<file path="config.mk">
export PLATFORM = sky130hd
export DESIGN_NAME = bmba_ctrl
export DESIGN_NICKNAME = d
export VERILOG_FILES = /design/src/sv/bmba_pkg.sv /design/src/sv/bmba_ctrl.sv
export SDC_FILE = /design/constraint.sdc
export NUM_CORES = 1
export LEC_CHECK = 0
export BUFFER_PORTS_ARGS = -buffer_cell sky130_fd_sc_hd__buf_2
export CAP_MARGIN = 20
export CORE_AREA = 2 2 39 41
export DETAILED_ROUTE_END_ITERATION = 16
export DIE_AREA = 0 0 41 43
export PLACE_DENSITY_LB_ADDON = 0.1
export SETUP_SLACK_MARGIN = 0.2
export SLEW_MARGIN = 20
export SYNTH_ARGS = -nofsm -noshare
export SYNTH_HDL_FRONTEND = slang
export SYNTH_SLANG_ARGS = --single-unit
</file>
<file path="constraint.sdc">
create_clock -name clk -period 1.45 [get_ports clk]
set_clock_uncertainty 0.05 [all_clocks]
set_input_delay 0.3625 -clock clk [delete_from_list [all_inputs] [get_ports clk]]
set_output_delay 0.3625 -clock clk [all_outputs]
set_load 0.005 [all_outputs]
</file>
<file path="src/sv/bmba_pkg.sv">
// Shared types and constants for the binary mask box average block.
// No dependencies; every other file refers to it by scoped names.
`timescale 1ns / 1ps
`default_nettype none
package bmba_pkg;

    localparam int ROW_W      = 11;     // holds row counts up to MAX_ROWS
    localparam int MAX_ROWS   = 1024;
    localparam int FRAC_STEPS = 16;     // quotient bits below the integer bit
    localparam int SMOOTH_W   = 17;
    localparam logic [SMOOTH_W-1:0] HALF_SCALE = 17'd32768;
    localparam int APB_AW     = 4;

    // register indexes (word address paddr[3:2])
    localparam logic [1:0] REG_WINDOW = 2'd0;
    localparam logic [1:0] REG_WIDTH  = 2'd1;
    localparam logic [1:0] REG_HEIGHT = 2'd2;

    typedef enum logic [3:0] {
        ST_IDLE,
        ST_PREP,
        ST_WRITE,
        ST_CHECK,
        ST_START,
        ST_SUM,
        ST_FLUSH,
        ST_DIVLOAD,
        ST_DIV,
        ST_EMIT
    } state_t;

    typedef struct packed {
        logic capture;
        logic prep;
        logic write_px;
        logic check;
        logic start;
        logic issue;
        logic div_load;
        logic div_step;
        logic emit;
    } cmd_t;

    typedef struct packed {
        logic done;
        logic win_ready;
        logic last_issue;
        logic div_last;
        logic out_busy;
    } stat_t;

endpackage
`default_nettype wire

</file>
<file path="src/sv/bmba_ctrl.sv">
// Sequencer for one beat: capture, store write, window check, sum, divide, emit.
// Depends on bmba_pkg (state_t, cmd_t, stat_t).
`timescale 1ns / 1ps
`default_nettype none
module bmba_ctrl (
    input  wire logic            clk,
    input  wire logic            rst_n,
    input  wire logic            in_valid,
    output logic                 in_ready,
    input  wire bmba_pkg::stat_t stat,
    output bmba_pkg::cmd_t       cmd
);

    bmba_pkg::state_t state_reg, state_next;

    always_ff @(posedge clk or negedge rst_n)
    begin
        if (!rst_n)
        begin
            state_reg <= bmba_pkg::ST_IDLE;
        end
        else
        begin
            state_reg <= state_next;
        end
    end

    always_comb
    begin
        state_next = state_reg;
        cmd        = '0;
        in_ready   = 1'b0;
        unique case (state_reg)
            bmba_pkg::ST_IDLE:
            begin
                in_ready    = 1'b1;
                cmd.capture = in_valid;
                if (in_valid)
                begin
                    state_next = bmba_pkg::ST_PREP;
                end
            end
            bmba_pkg::ST_PREP:
            begin
                cmd.prep   = 1'b1;
                state_next = bmba_pkg::ST_WRITE;
            end
            bmba_pkg::ST_WRITE:
            begin
                cmd.write_px = 1'b1;
                state_next   = bmba_pkg::ST_CHECK;
            end
            bmba_pkg::ST_CHECK:
            begin
                cmd.check = 1'b1;
                if (!stat.done && stat.win_ready)
                begin
                    state_next = bmba_pkg::ST_START;
                end
                else
                begin
                    state_next = bmba_pkg::ST_IDLE;
                end
            end
            bmba_pkg::ST_START:
            begin
                cmd.start  = 1'b1;
                state_next = bmba_pkg::ST_SUM;
            end
            bmba_pkg::ST_SUM:
            begin
                cmd.issue = 1'b1;
                if (stat.last_issue)
                begin
                    state_next = bmba_pkg::ST_FLUSH;
                end
            end
            bmba_pkg::ST_FLUSH:
            begin
                state_next = bmba_pkg::ST_DIVLOAD;
            end
            bmba_pkg::ST_DIVLOAD:
            begin
                cmd.div_load = 1'b1;
                state_next   = bmba_pkg::ST_DIV;
            end
            bmba_pkg::ST_DIV:
            begin
                cmd.div_step = 1'b1;
                if (stat.div_last)
                begin
                    state_next = bmba_pkg::ST_EMIT;
                end
            end
            bmba_pkg::ST_EMIT:
            begin
                if (!stat.out_busy)
                begin
                    cmd.emit   = 1'b1;
                    state_next = bmba_pkg::ST_IDLE;
                end
            end
            default:
            begin
                state_next = bmba_pkg::ST_IDLE;
            end
        endcase
    end

endmodule
`default_nettype wire

</file>
## Yosys cells after proc, flatten, opt, wreduce, memory -nomap -nowiden

Index checks and enable logic that the tools add are counted.

| storage, ports and cells | value |
|---|---|
| bits of input ports | 8 |
| output and inout port bits | 10 |
| word-level logic and storage cells | 35 |
| register bits | 4 |

| operators by class | value |
|---|---|
| equal/unequal tests | 13 |
| mux-type cells | 17 |
| reduce and logical (&&, ||, !) cells | 4 |

Operators with widths:

| cell | count |
|---|---|
| case mux 4 bit (10 select lines) | 1 |
| equality test 4 x 3 -> 1 bit (second input constant) | 4 |
| two-way mux 4 bit | 4 |
| two-way mux 1 bit | 11 |
| equality test 4 x 2 -> 1 bit (second input constant) | 2 |
| equality test 4 bit (second input constant) | 2 |
| inequality test 2 bit (second input constant) | 4 |
| equality test 4 x 1 -> 1 bit (second input constant) | 1 |
| logical NOT 4 bit | 1 |
| AND reduction 4 bit | 1 |
| two-way mux 3 bit | 1 |
| logical AND 1 bit | 1 |
| logical NOT 1 bit | 1 |

## Logic depth before layout (Yosys ltp)

| depth | value |
|---|---|
| depth in word-level cells | 4 |
| mapped depth | 5 |
| depth with buffers taken out | 4 |

## Worst setup path before layout

OpenSTA, ideal clock, no wires.

| timing | value |
|---|---|
| path kind | reg2reg |
| start point | register state_reg[2] |
| end point | register state_reg[0] |
| setup slack | -0.094 ns |
| buffers on the path | 1 |
| period minus slack after synthesis | 1.544 ns |
| stages on the path, launching flop included | 6 |
| arrival time | 1.369 ns |
| library setup time | 0.125 ns |
| data required time | 1.275 ns |
| cells stage by stage | dfrtp_1 buf_6 nand2b_4 o32a_1 o22ai_2 mux2_4 |

| on the way | value |
|---|---|
| word-level cells in the longest chain between the ends | 3 |
| elaborated cells on any way between the ends | 16 |
| classes of those cells | eq/ne: 13; mux: 1; reduce/logical: 2 |

RTL lines:

| what | line | RTL |
|---|---|---|
| from (decl) | bmba_ctrl.sv:14 | `bmba_pkg::state_t state_reg, state_next;` |
| from (signal assigned) | bmba_ctrl.sv:20 | `state_reg <= bmba_pkg::ST_IDLE;` |
| from (signal assigned) | bmba_ctrl.sv:24 | `state_reg <= state_next;` |
| equality test 4 x 3 -> 1 bit, or another cell as far along | bmba_ctrl.sv:33 | `unique case (state_reg)` |
| inequality test 2 bit (no source line) | n/a |  |
| AND reduction 4 bit (no source line) | n/a |  |

Several ways; a longest one is shown, not always the timed one.
A chain may end at the register's enable or synchronous reset.

==> results.sh <==
export IMPL_crit_slowest_cell="dfrtp_1"
export IMPL_path_cells="nand2b_4 -> buf_6 -> nor3_2 -> buf_2"
export IMPL_io_pins=18
export IMPL_cts_root_buf="clkbuf_4"
export IMPL_fin_cells=86
export IMPL_die_x_um=41
export IMPL_grt_first_pass_wirelength_um=1770
export IMPL_start_util_pct=22.2
export IMPL_yosysSeqAreaShare_pct=32.7
export IMPL_finalMaxSlewViolations=0
export IMPL_power_mw=1.54
export IMPL_final_cell_mix="buf_2, buf_4, buf_6"
export IMPL_violations="setup timing"
export IMPL_antenna_found_initial=0
export IMPL_synth_mux_area_fraction_pct=4.90
export IMPL_synth_warnings=0
export IMPL_cts_tree="yes"
export IMPL_yosysUniqueCellTypes=19
export IMPL_cts_max_level=1
export IMPL_cts_path_max_buffers=2
export IMPL_drt_iter0_drc=3
export IMPL_min_period_ns=1.62
export IMPL_row_count=14
export IMPL_avgRoutedWirePerCell_um=12.3
export IMPL_grt_pass1_vias=429
export IMPL_hpwl_um=714
export IMPL_antenna_cells=0
export IMPL_min_period_over_period_pct=112
export IMPL_syn_inst=35
export IMPL_synth_avg_cell_area_um2=8.76
export IMPL_synth_fp_nets=43
export IMPL_crit_type="reg -> out"
export IMPL_netlist_area_um2=307
export IMPL_synth_top_cell_area_share_pct=32.7
export IMPL_core_um2=1380
export IMPL_grt_max_degree=8
export IMPL_power_density_nw_per_um2=2230
export IMPL_final_util_pct=49.9
export IMPL_fp_dieH_um=43
export IMPL_yosys_area_share_simple_pct=36.7
export IMPL_end_kind="output pin"
export IMPL_rsz0062_at_grt="yes"
export IMPL_ir_drop_mv=1.02
export IMPL_overflow=0
export IMPL_ys_ff_latch=4
export IMPL_p_leak_nw=0.331
export IMPL_arrival_ns=1.21
export IMPL_worstPathRequired_ns=1.04
export IMPL_numPortBuffers=17
export IMPL_setup_violations=13
export IMPL_max_stage_delay_ns=0.42
export IMPL_final_common_cell="buf_2"
export IMPL_drive_gt1_share_pct=84.3
export IMPL_worst_slack_ns=-0.173
export IMPL_max_slew_margin_pct=85.5
export IMPL_preCtsSetupSlack_ns=-0.0371
export IMPL_crit_buf_inv=2
export IMPL_clkTransAtPathRegs_ns=0.04
export IMPL_cp_max_fo=4
export IMPL_tightest_slew_ns=0.215
export IMPL_clock_sinks=4
export IMPL_fmax_ghz=0.616
export IMPL_synth_xor_area_share_pct=0
export IMPL_synth_compound_area_share_pct=18.8
export IMPL_wirelength_um=1060
export IMPL_hp_class="in -> reg"
export IMPL_insertion_delay_ns=0.23
export IMPL_path_delay_family="flip-flops"
export IMPL_placed_cells=76
export IMPL_fin_nets=80
export IMPL_synth_area_leader_cell="dfrtp_1"
export IMPL_synthTopCellsByArea="dfrtp_1, nor3_1, nand2b_1"
export IMPL_syn_to_final_growth_pct=125
export IMPL_hold_viol=0
export IMPL_yosys_area_share_adder_pct=0
export IMPL_start_kind="flop"
export IMPL_die_area_um2=1760
export IMPL_vias=407
export IMPL_synth_top_family_by_area="simple AND/OR/NAND/NOR gates"
export IMPL_stdcell_area_um2=691
export IMPL_largest_reg_flops=4
export IMPL_detailed_place_area_um2=473
export IMPL_first_pass_iters=3
export IMPL_cts_made_buffers=3
export IMPL_grt_usage_pct=14.5
export IMPL_viasPerCell=4.73
export IMPL_drc=0
export IMPL_status="finished, violations left"
export IMPL_drv_cap=0
export IMPL_place_gp_congestion=0.694
export IMPL_antenna_left=0
==> repair_timing <==
item	4_1_cts	5_1_grt
buffers inserted	4	2
hold buffers	1	0
endpoints found under the hold margin	4	0
pin swaps	1	6
resized for setup	16	15
setup endpoints to repair	14	14
==> worst min-delay path: cells and delay by family <==
kind | cells | cell delay (ns)
buffers and inverters | 1 | 0.08
AOI/OAI and AO/OA | 1 | 0.05
and+or+nand+nor | 1 | 0.10
==> per-layer routing <==
metal	up-vias	routed length (um)	global-route usage [%]
met2	11	594	25.0
met1	193	403	16.1
li1	201	-	-
met4	0	15	8.00
met3	2	48	1.57
met5	-	0	0
==> cells in the mapped netlist <==
cell	count
nor3_1	8
dfrtp_1	4
nand2b_1	4
nor2_1	3
buf_2	2
a211o_1	1
a211oi_1	1
a21oi_1	1
a22oi_1	1
a31oi_1	1
and2_1	1
buf_6	1
mux2_4	1
nand2_1	1
nand2b_4	1
nor4_1	1
o22ai_2	1
o32a_1	1
or2_2	1
==> final cells by class <==
class / instances / area (um^2)
fill: 143 / 693
multi-input combinational: 28 / 292
timing repair buffer: 35 / 253
sequential: 4 / 104
clock buffer: 3 / 22.5
tap: 16 / 20.0
==> report_power, final <==
part | internal (mW) | switching, mW
sequential | 0.172 | 0.0981
combinational | 0.647 | 0.481
clock | 0.0926 | 0.0460
==> stage by stage <==
step           hold slack (ns)  TNS [ns]
4_1_cts                  0.356     -1.74
3_5_place_dp             0.124    -0.114
6_report                 0.360     -1.48
5_1_grt                  0.392     -2.27
3_3_place_gp             0.126   -0.0507
2_1_floorplan           0.0169    -0.103
==> kinds of logic after synthesis <==
kind of cell           after synthesis
flip-flops                           4
multiplexers                         1
buffers and inverters                3
AO/OA/AOI/OAI                        7
AND/OR/NAND/NOR                     20
==> worst paths after layout <==
path	depth (start not counted)	slack, ns	to	from
min reg2reg	2	0.64	state_reg[1]$_DFFE_PN0P_	state_reg[3]$_DFFE_PN0P_
max in group asynchronous	2	0.80	state_reg[0]$_DFFE_PN0P_	rst_n
min	3	0.36	state_reg[2]$_DFFE_PN0P_	stat[3]
min in group asynchronous	2	0.41	state_reg[1]$_DFFE_PN0P_	rst_n
max reg2reg	5	-0.17	state_reg[0]$_DFFE_PN0P_	state_reg[2]$_DFFE_PN0P_
max	4	-0.17	cmd[0]	state_reg[2]$_DFFE_PN0P_
Note: power is estimated with default switching activity, not from simulation.
